## src/ncmq_pkg.sv

```systemverilog
// Shared constants, types and helpers for the nearest-cost minimum query unit.
// No dependencies; used by every other file in src.
package ncmq_pkg;

	localparam int CFG_W             = 11;
	localparam int POS_W             = 10;
	localparam int PRICE_W           = 30;
	localparam int COST_W            = 31;
	localparam int MAX_POSITIONS_DEF = 1024;

	localparam logic [COST_W-1:0] EMPTY_COST = {COST_W{1'b1}};

	localparam logic FUNC_SET   = 1'b0;
	localparam logic FUNC_QUERY = 1'b1;

	typedef struct packed {
		logic              done;
		logic [COST_W-1:0] min_cost;
	} walk_status_t;

	function automatic logic [COST_W-1:0] cost_min(input logic [COST_W-1:0] a,
		input logic [COST_W-1:0] b);
		return (a < b) ? a : b;
	endfunction

endpackage

```

## src/ncmq_range_walk.sv

```systemverilog
// Range-minimum walker: steps one tree level per cycle, issuing up to two reads,
// and folds the returned entries into a running minimum. Depends on ncmq_pkg.
module ncmq_range_walk #(
	parameter int MaxPositions = ncmq_pkg::MAX_POSITIONS_DEF,
	parameter int AddrW        = $clog2(2 * ncmq_pkg::MAX_POSITIONS_DEF),
	parameter int UsedW        = ncmq_pkg::CFG_W
) (
	input  logic                          clk,
	input  logic                          arst_n,
	input  logic                          start,
	input  logic [UsedW-1:0]              lo,
	input  logic [UsedW-1:0]              hi,
	output logic [AddrW-1:0]              rd0_addr,
	output logic [AddrW-1:0]              rd1_addr,
	input  logic [ncmq_pkg::COST_W-1:0]   rd0_data,
	input  logic [ncmq_pkg::COST_W-1:0]   rd1_data,
	output ncmq_pkg::walk_status_t        status
);

	localparam int RW = AddrW + 1;

	logic [RW-1:0]               l_q, r_q, r_dec;
	logic                        act_q, done_q, use0_s1, use1_s1, step;
	logic [ncmq_pkg::COST_W-1:0] m_q, d0_sel, d1_sel;

	assign r_dec    = r_q - RW'(1);
	assign rd0_addr = l_q[AddrW-1:0];
	assign rd1_addr = r_dec[AddrW-1:0];
	assign step     = act_q && (l_q < r_q);

	assign d0_sel = use0_s1 ? rd0_data : ncmq_pkg::EMPTY_COST;
	assign d1_sel = use1_s1 ? rd1_data : ncmq_pkg::EMPTY_COST;

	always_ff @(posedge clk or negedge arst_n) begin
		if (!arst_n) begin
			act_q   <= 1'b0;
			done_q  <= 1'b0;
			use0_s1 <= 1'b0;
			use1_s1 <= 1'b0;
		end else if (start) begin
			act_q   <= 1'b1;
			done_q  <= 1'b0;
			use0_s1 <= 1'b0;
			use1_s1 <= 1'b0;
		end else begin
			use0_s1 <= step && l_q[0];
			use1_s1 <= step && r_q[0];
			if (act_q && !step) begin
				act_q  <= 1'b0;
				done_q <= 1'b1;
			end
		end
	end

	always_ff @(posedge clk) begin
		if (start) begin
			l_q <= RW'(MaxPositions) + RW'(lo);
			r_q <= RW'(MaxPositions) + RW'(hi) + RW'(1);
			m_q <= ncmq_pkg::EMPTY_COST;
		end else begin
			if (step) begin
				l_q <= (l_q + RW'(l_q[0])) >> 1;
				r_q <= (r_q - RW'(r_q[0])) >> 1;
			end
			m_q <= ncmq_pkg::cost_min(m_q, ncmq_pkg::cost_min(d0_sel, d1_sel));
		end
	end

	assign status.done     = done_q;
	assign status.min_cost = m_q;

endmodule

```

## config.mk

```make
export PLATFORM = sky130hd
export DESIGN_NAME = ncmq_range_walk
export DESIGN_NICKNAME = d
export VERILOG_FILES = /design/src/ncmq_pkg.sv /design/src/ncmq_range_walk.sv
export SDC_FILE = /design/constraint.sdc
export NUM_CORES = 1
export LEC_CHECK = 0
export ABC_AREA = 1
export BUFFER_PORTS_ARGS = -buffer_cell sky130_fd_sc_hd__buf_2
export CAP_MARGIN = 25
export CORE_MARGIN = 5
export CORE_UTILIZATION = 49
export DETAILED_ROUTE_END_ITERATION = 10
export GPL_TIMING_DRIVEN = 1
export PLACE_DENSITY_LB_ADDON = 0.25
export SYNTH_ARGS = -nofsm -noshare
export SYNTH_HDL_FRONTEND = slang
export SYNTH_SLANG_ARGS = --single-unit
```

## constraint.sdc

```tcl
create_clock -name clk -period 4.25 [get_ports clk]
set_input_delay 1.275 -clock clk [delete_from_list [all_inputs] [get_ports clk]]
set_output_delay 1.275 -clock clk [all_outputs]
set_load 0.05 [all_outputs]
```

[Yosys cells after proc, flatten, opt, wreduce, memory -nomap -nowiden]
Index checks and enable logic that the tools add are counted.
Cells by class
  $add $sub $neg: 6
  order comparisons: 3
  multiplexer cells: 13
  reduce and logical (&&, ||, !) cells: 7
Operators with widths (number)
  2-to-1 mux 31 bit: 3
  < comparator 31 bit: 2
  2-to-1 mux 12 bit: 4
  adder 11 x 11 -> 12 bit (first input constant): 2
  adder 12 x 1 -> 12 bit: 1
  adder 12 x 1 -> 12 bit (second input constant): 1
  < comparator 12 bit: 1
  subtractor 12 x 1 -> 12 bit: 1
  subtractor 11 x 1 -> 11 bit (second input constant): 1
  2-to-1 mux 1 bit: 6
  logical AND 1 bit: 4
  nonzero test 2 bit: 2
  zero test 1 bit: 1
Word-level totals
  register bits after elaboration: 59
  bits of input ports: 87
  logic and storage cells: 36

[Depth between registers and ports, before layout]
Gate-level depths: netlist of the first run.
  depth after elaboration: 6
  gate-level depth with buffers: 33
  gate-level depth less buffers: 28

[Worst setup path before layout of the first run]
No wires, ideal clock.
  path type: input -> register
  start: in rd0_data[30] (netlist name)
  end: reg m_q[1] (netlist name)
  library setup time: 0.064 ns
  arrival time: 4.808 ns
  required time: 4.186 ns
  setup slack: -0.621 ns
  stages: 22
  cell sequence: or2_2 -> ha_1 -> nand2_1 -> nor4_1 -> inv_1 -> nor2_1 -> nand2_1 -> nand2_1 -> buf_2 -> inv_1 -> clkbuf_1 -> o21ai_0 -> inv_1 -> ha_1 -> a21oi_1 -> nor2_1 -> a211oi_1 -> a21oi_1 -> a211oi_1 -> clkbuf_1 -> nand3_1 -> nand3_1
On the way
  longest elaborated chain between the ends: 4
RTL lines
  start: declaration: line ncmq_range_walk.sv:15  | input logic [ncmq_pkg::COST_W-1:0] rd0_data,
  2-to-1 mux 31 bit *: line ncmq_range_walk.sv:31  | assign d0_sel = use0_s1 ? rd0_data : ncmq_pkg::EMPTY_COST;
  < comparator 31 bit: line ncmq_pkg.sv:23  | return (a < b) ? a : b;
  2-to-1 mux 31 bit *: line ncmq_pkg.sv:23
  < comparator 31 bit: line ncmq_pkg.sv:23
  end signal: assignment: line ncmq_range_walk.sv:59  | m_q <= ncmq_pkg::EMPTY_COST;
  end signal: assignment: line ncmq_range_walk.sv:65  | m_q <= ncmq_pkg::cost_min(m_q, ncmq_pkg::cost_min(d0_sel, d1_sel));
  end: declaration: line ncmq_range_walk.sv:24  | logic [ncmq_pkg::COST_W-1:0] m_q, d0_sel, d1_sel;
Every way passes the cells marked *; elsewhere a longest branch is shown, timed or not.
A chain may end at the register's enable or synchronous reset.

[Worst setup path in the final report of the first run]
  start: in rd0_data[9] (netlist name)
  end: reg m_q[20] (netlist name)
Same word-level chain as after synthesis.

==> results of run 1 <==
layer usage:
layer	global-route usage	up-vias	part of all wire
met3	0.0519	38	0.059
met2	0.418	185	0.50
met5	0	-	0
met4	0.0545	0	0.021
li1	-	2850	-
met1	0.295	2647	0.42
synth_stat cells, drive strengths merged:
cell and count:
nand3 82, a2111oi 1, nor4 1, xor2 11
o21ai 53, a21boi 1, o211ai 3, nor2 77
nand2 165, o22ai 1, and2 1, nand4 5
buf 24, dfrtp 4, nor3 8, inv 97
or2 26, xnor2 1, o21a 1, ha 70
a211oi 4, a21oi 39, nor3b 1, edfxtp 24
dfxtp 31, o31ai 4, clkbuf 16, nand3b 1
o21bai 1
metrics by stage:
stage,hold WS [ns],setup slack [ns],instances
after global placement,0.478,-0.660,1056
after detailed placement,0.503,-0.730,1056
after CTS,0.520,0.00725,1085
final,0.512,-0.145,1091
after global routing,0.541,-0.298,1091
after floorplan,0.464,-0.164,753
worst max path at each step:
stage,cells past startpoint,slack [ns],to
final,24,-0.15,m_q[20]
after global routing,26,-0.30,m_q[20]
after CTS,25,0.007,m_q[17]
after detailed placement,26,-0.73,m_q[16]
after global placement,22,-0.66,m_q[5]
after floorplan,26,-0.16,m_q[24]
cells by family (layout without fill, tap and decap cells):
group	count (synthesis)	in the layout	synth area share
xor gates and xnor gates	12	12	0.0202
buffers and inverters	137	339	0.114
and+or+nand+nor	367	367	0.308
DFF	59	59	0.277
adders and majority gates	70	70	0.169
AOI/OAI and AO/OA	108	108	0.112
critical path: stages:
cell	delay, ns
buf_2	0.09
or2_2	0.31
ha_1	0.20
nand2_1	0.06
inv_1	0.03
o21ai_1	0.15
o211ai_1	0.12
nor2_1	0.12
nand2_1	0.07
nand2_2	0.09
nand2_4	0.09
buf_12	0.16
o21ai_0	0.35
ha_1	0.32
nand2_1	0.08
nor2_2	0.04
nand4_1	0.16
a21oi_2	0.07
a211oi_4	0.25
buf_12	0.16
nand2_8	0.08
clkbuf_16	0.19
nand2_4	0.06
nand3_2	0.06
flip-flops by register name, summed over array words and instances (netlist names):
name / flops
use0_s1: 1
act_q: 1
use1_s1: 1
r_q: 12
m_q: 31
l_q: 12
done_q: 1
area by class of cell:
| class | count | area, sq um |
|---|---|---|
| multi-input cells | 557 | 3930 |
| fillers | 796 | 2730 |
| repair buffers | 226 | 1490 |
| flip-flops and latches | 59 | 1440 |
| inverters | 97 | 372 |
| well taps | 136 | 170 |
| clock buffers | 9 | 124 |
| clock inverters | 7 | 66.3 |
repair_timing:
item	in CTS	in global routing
pin swaps	24	32
gates cloned	0	3
buffers inserted	13	5
endpoints found under the setup margin	31	31
resized for setup	84	83
==> flow_metrics.py, run 1 <==
metrics = {
    "outcome": {
        "status": "finished with violations",
        "violations": "negative setup slack",
    },
    "drt": {
        "routed_wl_mm": 16.3,
        "drt_iter0_drc": 404,
        "first_pass_iters": 5,
        "vias": 5720,
        "ant_nets": 0,
        "routed_via_density": 5.24,
        "wl_per_cell_um": 15.0,
        "drcViolationCount": 0,
    },
    "global_routing": {
        "grt_max_degree": 34,
        "grt_pass1_vias": 5591,
        "gr-total-overflow": 0,
        "antenna_found_initial": 0,
        "grt.total_usage": 0.237,
        "grt_pass1_wl_mm": 25.1,
    },
    "place": {
        "numPortBuffers": 140,
        "gp_congestion": 0.918,
        "post-dp-hpwl_mm": 11.6,
        "placed_cell_area_sq_mm": 0.00650,
    },
    "setup_path": {
        "reg2reg_to": "m_q[20]",
        "cp-start-kind": "input port",
        "r2r_cells": 22,
        "end_kind": "flip-flop",
        "ff2ff_setup_slack_ns": 0.13,
        "arrival_ns": 4.61,
        "path_class": "input port to flip-flop",
        "r2r-start": "use0_s1",
        "cp.required_ns": 4.46,
        "cp_max_fo": 18,
        "startpoint": "rd0_data[9]",
    },
    "logic_synthesis": {
        "synth_area_sq_mm": 0.00520,
        "yosysTopAreaCell": "ha_1",
        "yosysWarnings": 0,
        "syn_inst": 753,
        "syn_nets": 910,
        "ys_ff_latch": 59,
        "synth_cell_types": 36,
        "seq_area_frac_synth": 0.277,
        "synth_top_area_frac": 0.169,
        "synth.top_cells.by_area": "ha_1, edfxtp_1, dfxtp_1",
        "syn_area_per_cell_sq_um": 6.90,
    },
    "clocking": {
        "cts_tree": "built",
        "clockBufferDepth": 2,
        "cts_root_buf": "clkbuf_8",
        "cts_made_buffers": 9,
        "clk_latency_ns": 0.35,
        "cts.sinks": 59,
        "htreeDepth": 3,
        "postCtsHoldBufs": 0,
        "cts.clk_slew.worst_paths_ns": 0.07,
    },
    "sta": {
        "worst_pin_slew_ns": 0.582,
        "rsz0062_at_grt": "yes",
        "slew_headroom": 0.612,
        "finalSetupTns_ns": -3.08,
        "setup_slack_ns": -0.145,
        "fin_crit_sh": 1.03,
        "slew_violations": 0,
        "hold_violations": 0,
        "fmax_mhz": 228,
        "period_minus_slack_ns": 4.40,
        "finClkSkew_ns": 0.0104,
        "setup_viol": 31,
    },
    "cells_and_area": {
        "fin_util": 0.736,
        "n_antenna_cell": 0,
        "layout_commonest_cell": "buf_2",
        "drive_gt1_frac": 0.407,
        "layout.nets": 1107,
        "areaGrowthSynthToFinish_pct": 46.2,
        "stdcell_area_sq_mm": 0.00759,
        "final_cell_mix": "buf_2, nand2_1, inv_1",
    },
    "floorplan": {
        "fp.dieW_um": 113,
        "core_area_sq_mm": 0.0103,
        "die_h_um": 113,
        "core.rowCount": 37,
        "initial_utilization": 0.503,
        "fp.dieArea_sq_mm": 0.0128,
        "ios": 141,
    },
    "worst_hold_path": {
        "holdPathEnd": "done_q",
        "hp-class": "flip-flop to flip-flop",
        "holdPathStages": 2,
        "min-delay-start": "done_q",
    },
    "job": {
        "max_cap_viol_count": 0,
    },
}
Power of run 1 is left out: the tool's default activity adds up to more than one toggle a clock period on the data nets, which glitch-free logic cannot reach.
==> run 2: changes to the inputs <==
--- a/config.mk
+++ b/config.mk
@@ -9,7 +9,7 @@
 export BUFFER_PORTS_ARGS = -buffer_cell sky130_fd_sc_hd__buf_2
 export CAP_MARGIN = 25
 export CORE_MARGIN = 5
-export CORE_UTILIZATION = 49
+export CORE_UTILIZATION = 50
 export DETAILED_ROUTE_END_ITERATION = 10
 export GPL_TIMING_DRIVEN = 1
 export PLACE_DENSITY_LB_ADDON = 0.25
==> constraint.sdc (replaced) <==
create_clock -name clk -period 4.55 [get_ports clk]
set_input_delay 1.365 -clock clk [delete_from_list [all_inputs] [get_ports clk]]
set_output_delay 1.365 -clock clk [all_outputs]
set_load 0.05 [all_outputs]
==> run 2 against run 1 <==
Critical endpoint is now m_q[8]. Cell area fell by 4.1%. Sequential share of layout area rose by 0.80 points. Flip-flop and latch count did not move. Global-route usage rose by 0.43 points. Register-to-register slack got worse by 0.02 ns. The run still ends with negative setup slack left. Worst setup slack improved by 0.0058 ns. Via count rose by 2.1%. Critical path depth fell by 1. Highest routed layer unchanged. First-iteration DRC count fell by 0.99%. Critical path type unchanged.
==> flow_metrics.py, run 2 (synthesis results as in run 1) <==
metrics = {
    "global_routing": {
        "gr-total-overflow": 0,
        "grt_pass1_vias": 5574,
        "grt.total_usage": 0.241,
        "antenna_found_initial": 0,
        "grt_pass1_wl_mm": 25.3,
        "grt_max_degree": 34,
    },
    "sta": {
        "finalSetupTns_ns": -3.01,
        "hold_violations": 0,
        "setup_slack_ns": -0.140,
        "finClkSkew_ns": 0.0104,
        "fin_crit_sh": 1.03,
        "fmax_mhz": 213,
        "rsz0062_at_grt": "yes",
        "fin_hold_ws_ns": 0.526,
        "period_minus_slack_ns": 4.69,
        "slew_violations": 0,
        "slew_headroom": 0.573,
        "worst_pin_slew_ns": 0.640,
        "setup_viol": 31,
    },
    "setup_path": {
        "reg2reg_to": "m_q[8]",
        "r2r_cells": 23,
        "path_class": "input port to flip-flop",
        "r2r-start": "use1_s1",
        "ff2ff_setup_slack_ns": 0.11,
        "end_kind": "flip-flop",
        "startpoint": "rd0_data[22]",
        "cp.required_ns": 4.76,
        "cp_max_fo": 6,
        "cp-start-kind": "input port",
        "arrival_ns": 4.90,
        "crit_end": "m_q[8]",
    },
    "job": {
        "max_cap_viol_count": 0,
    },
    "drt": {
        "vias": 5842,
        "drt_iter0_drc": 400,
        "routed_via_density": 5.40,
        "routed_wl_mm": 16.9,
        "ant_nets": 0,
        "drcViolationCount": 0,
        "wl_per_cell_um": 15.6,
        "first_pass_iters": 6,
    },
    "outcome": {
        "status": "finished with violations",
        "violations": "negative setup slack",
    },
    "cells_and_area": {
        "reg_top3": "m_q x31, l_q x12, r_q x12",
        "largest_reg_flops": 31,
        "layout_commonest_cell": "nand2_1",
        "n_antenna_cell": 0,
        "largest-register": "m_q",
        "layout.nets": 1098,
        "drive_gt1_frac": 0.356,
        "fill_cells": 786,
        "areaGrowthSynthToFinish_pct": 40.2,
        "final_cell_mix": "nand2_1, buf_2, inv_1",
    },
    "clocking": {
        "cts.sinks": 59,
        "postCtsHoldBufs": 0,
        "cts_root_buf": "clkbuf_8",
        "clk_latency_ns": 0.35,
        "cts_made_buffers": 9,
        "htreeDepth": 3,
        "cts.clk_slew.worst_paths_ns": 0.07,
        "clockBufferDepth": 2,
        "cts_tree": "built",
    },
    "place": {
        "gp_congestion": 0.906,
        "pre_cts_slack_ns": -0.627,
        "numPortBuffers": 140,
        "post-dp-hpwl_mm": 12.4,
    },
    "floorplan": {
        "initial_utilization": 0.508,
        "core.rowCount": 37,
        "fp.dieW_um": 112,
        "ios": 141,
        "fp.dieArea_sq_mm": 0.0125,
        "core_area_sq_mm": 0.0102,
        "die_h_um": 112,
    },
    "worst_hold_path": {
        "hp-class": "flip-flop to flip-flop",
        "holdPathStages": 2,
    },
}
run 2: stage by stage:
stage / std cells / cell area (sq um) / utilization
finish: 1082 / 7290 / 0.712
global route: 1082 / 7290 / 0.712
CTS: 1070 / 6690 / 0.654
detailed placement: 1054 / 6450 / 0.631
global placement: 1054 / 6450 / 0.631
floorplan: 753 / 5300 / -
run 2: timing repair:
| item | CTS | global route |
|---|---|---|
| setup buffers | 0 | 5 |
| pin swaps | 3 | 20 |
| hold endpoints to repair | 0 | 0 |
| setup endpoints to repair | 31 | 31 |
| cloned | 0 | 7 |
| resized for setup | 18 | 92 |
run 2: worst min-delay path by stage:
| stage | startpoint | endpoint | slack (ns) |
|---|---|---|---|
| after detailed placement | m_q[0] | m_q[0] | 0.51 |
| after CTS | m_q[0] | m_q[0] | 0.52 |
| final | done_q | done_q | 0.53 |
| after floorplan | done_q | done_q | 0.46 |
| after global placement | m_q[0] | m_q[0] | 0.50 |
| after global routing | done_q | done_q | 0.56 |
run 2: critical path, stage by stage:
cell and delay [ns]:
buf_2 0.10, or2_2 0.33, ha_4 0.28, nand2_1 0.06, nor2_1 0.24, nand2_1 0.11, nor2_2 0.14, nand2_2 0.11
nand2_8 0.14, inv_4 0.07, o21ai_2 0.14, buf_4 0.15, inv_1 0.06, ha_4 0.23, a21oi_2 0.17, a21oi_2 0.10
a2111oi_4 0.37, nand2_1 0.11, nand2_2 0.14, nand2_4 0.12, buf_12 0.18, nand2_1 0.08, nand3_1 0.08
run 2: cell type report:
class | instances | area [sq um] | share of cell area
tap | 136 | 170 | 0.0234
timing repair buffer | 216 | 1400 | 0.192
timing repair inverter | 1 | 6.26 | 0.000859
clock inverter | 7 | 68.8 | 0.00944
multi-input combinational | 557 | 3710 | 0.509
clock buffer | 9 | 124 | 0.0170
inverter | 97 | 372 | 0.0510
sequential | 59 | 1440 | 0.198
run 2: metal layers:
metal / vias up / GRT usage / wire (um)
met4: 0 / 0.0745 / 456
met3: 51 / 0.0527 / 1390
met2: 280 / 0.412 / 8250
li1: 2836 / - / -
met5: - / 0 / 0
met1: 2675 / 0.305 / 6830
Power of run 2 is left out for the same reason.
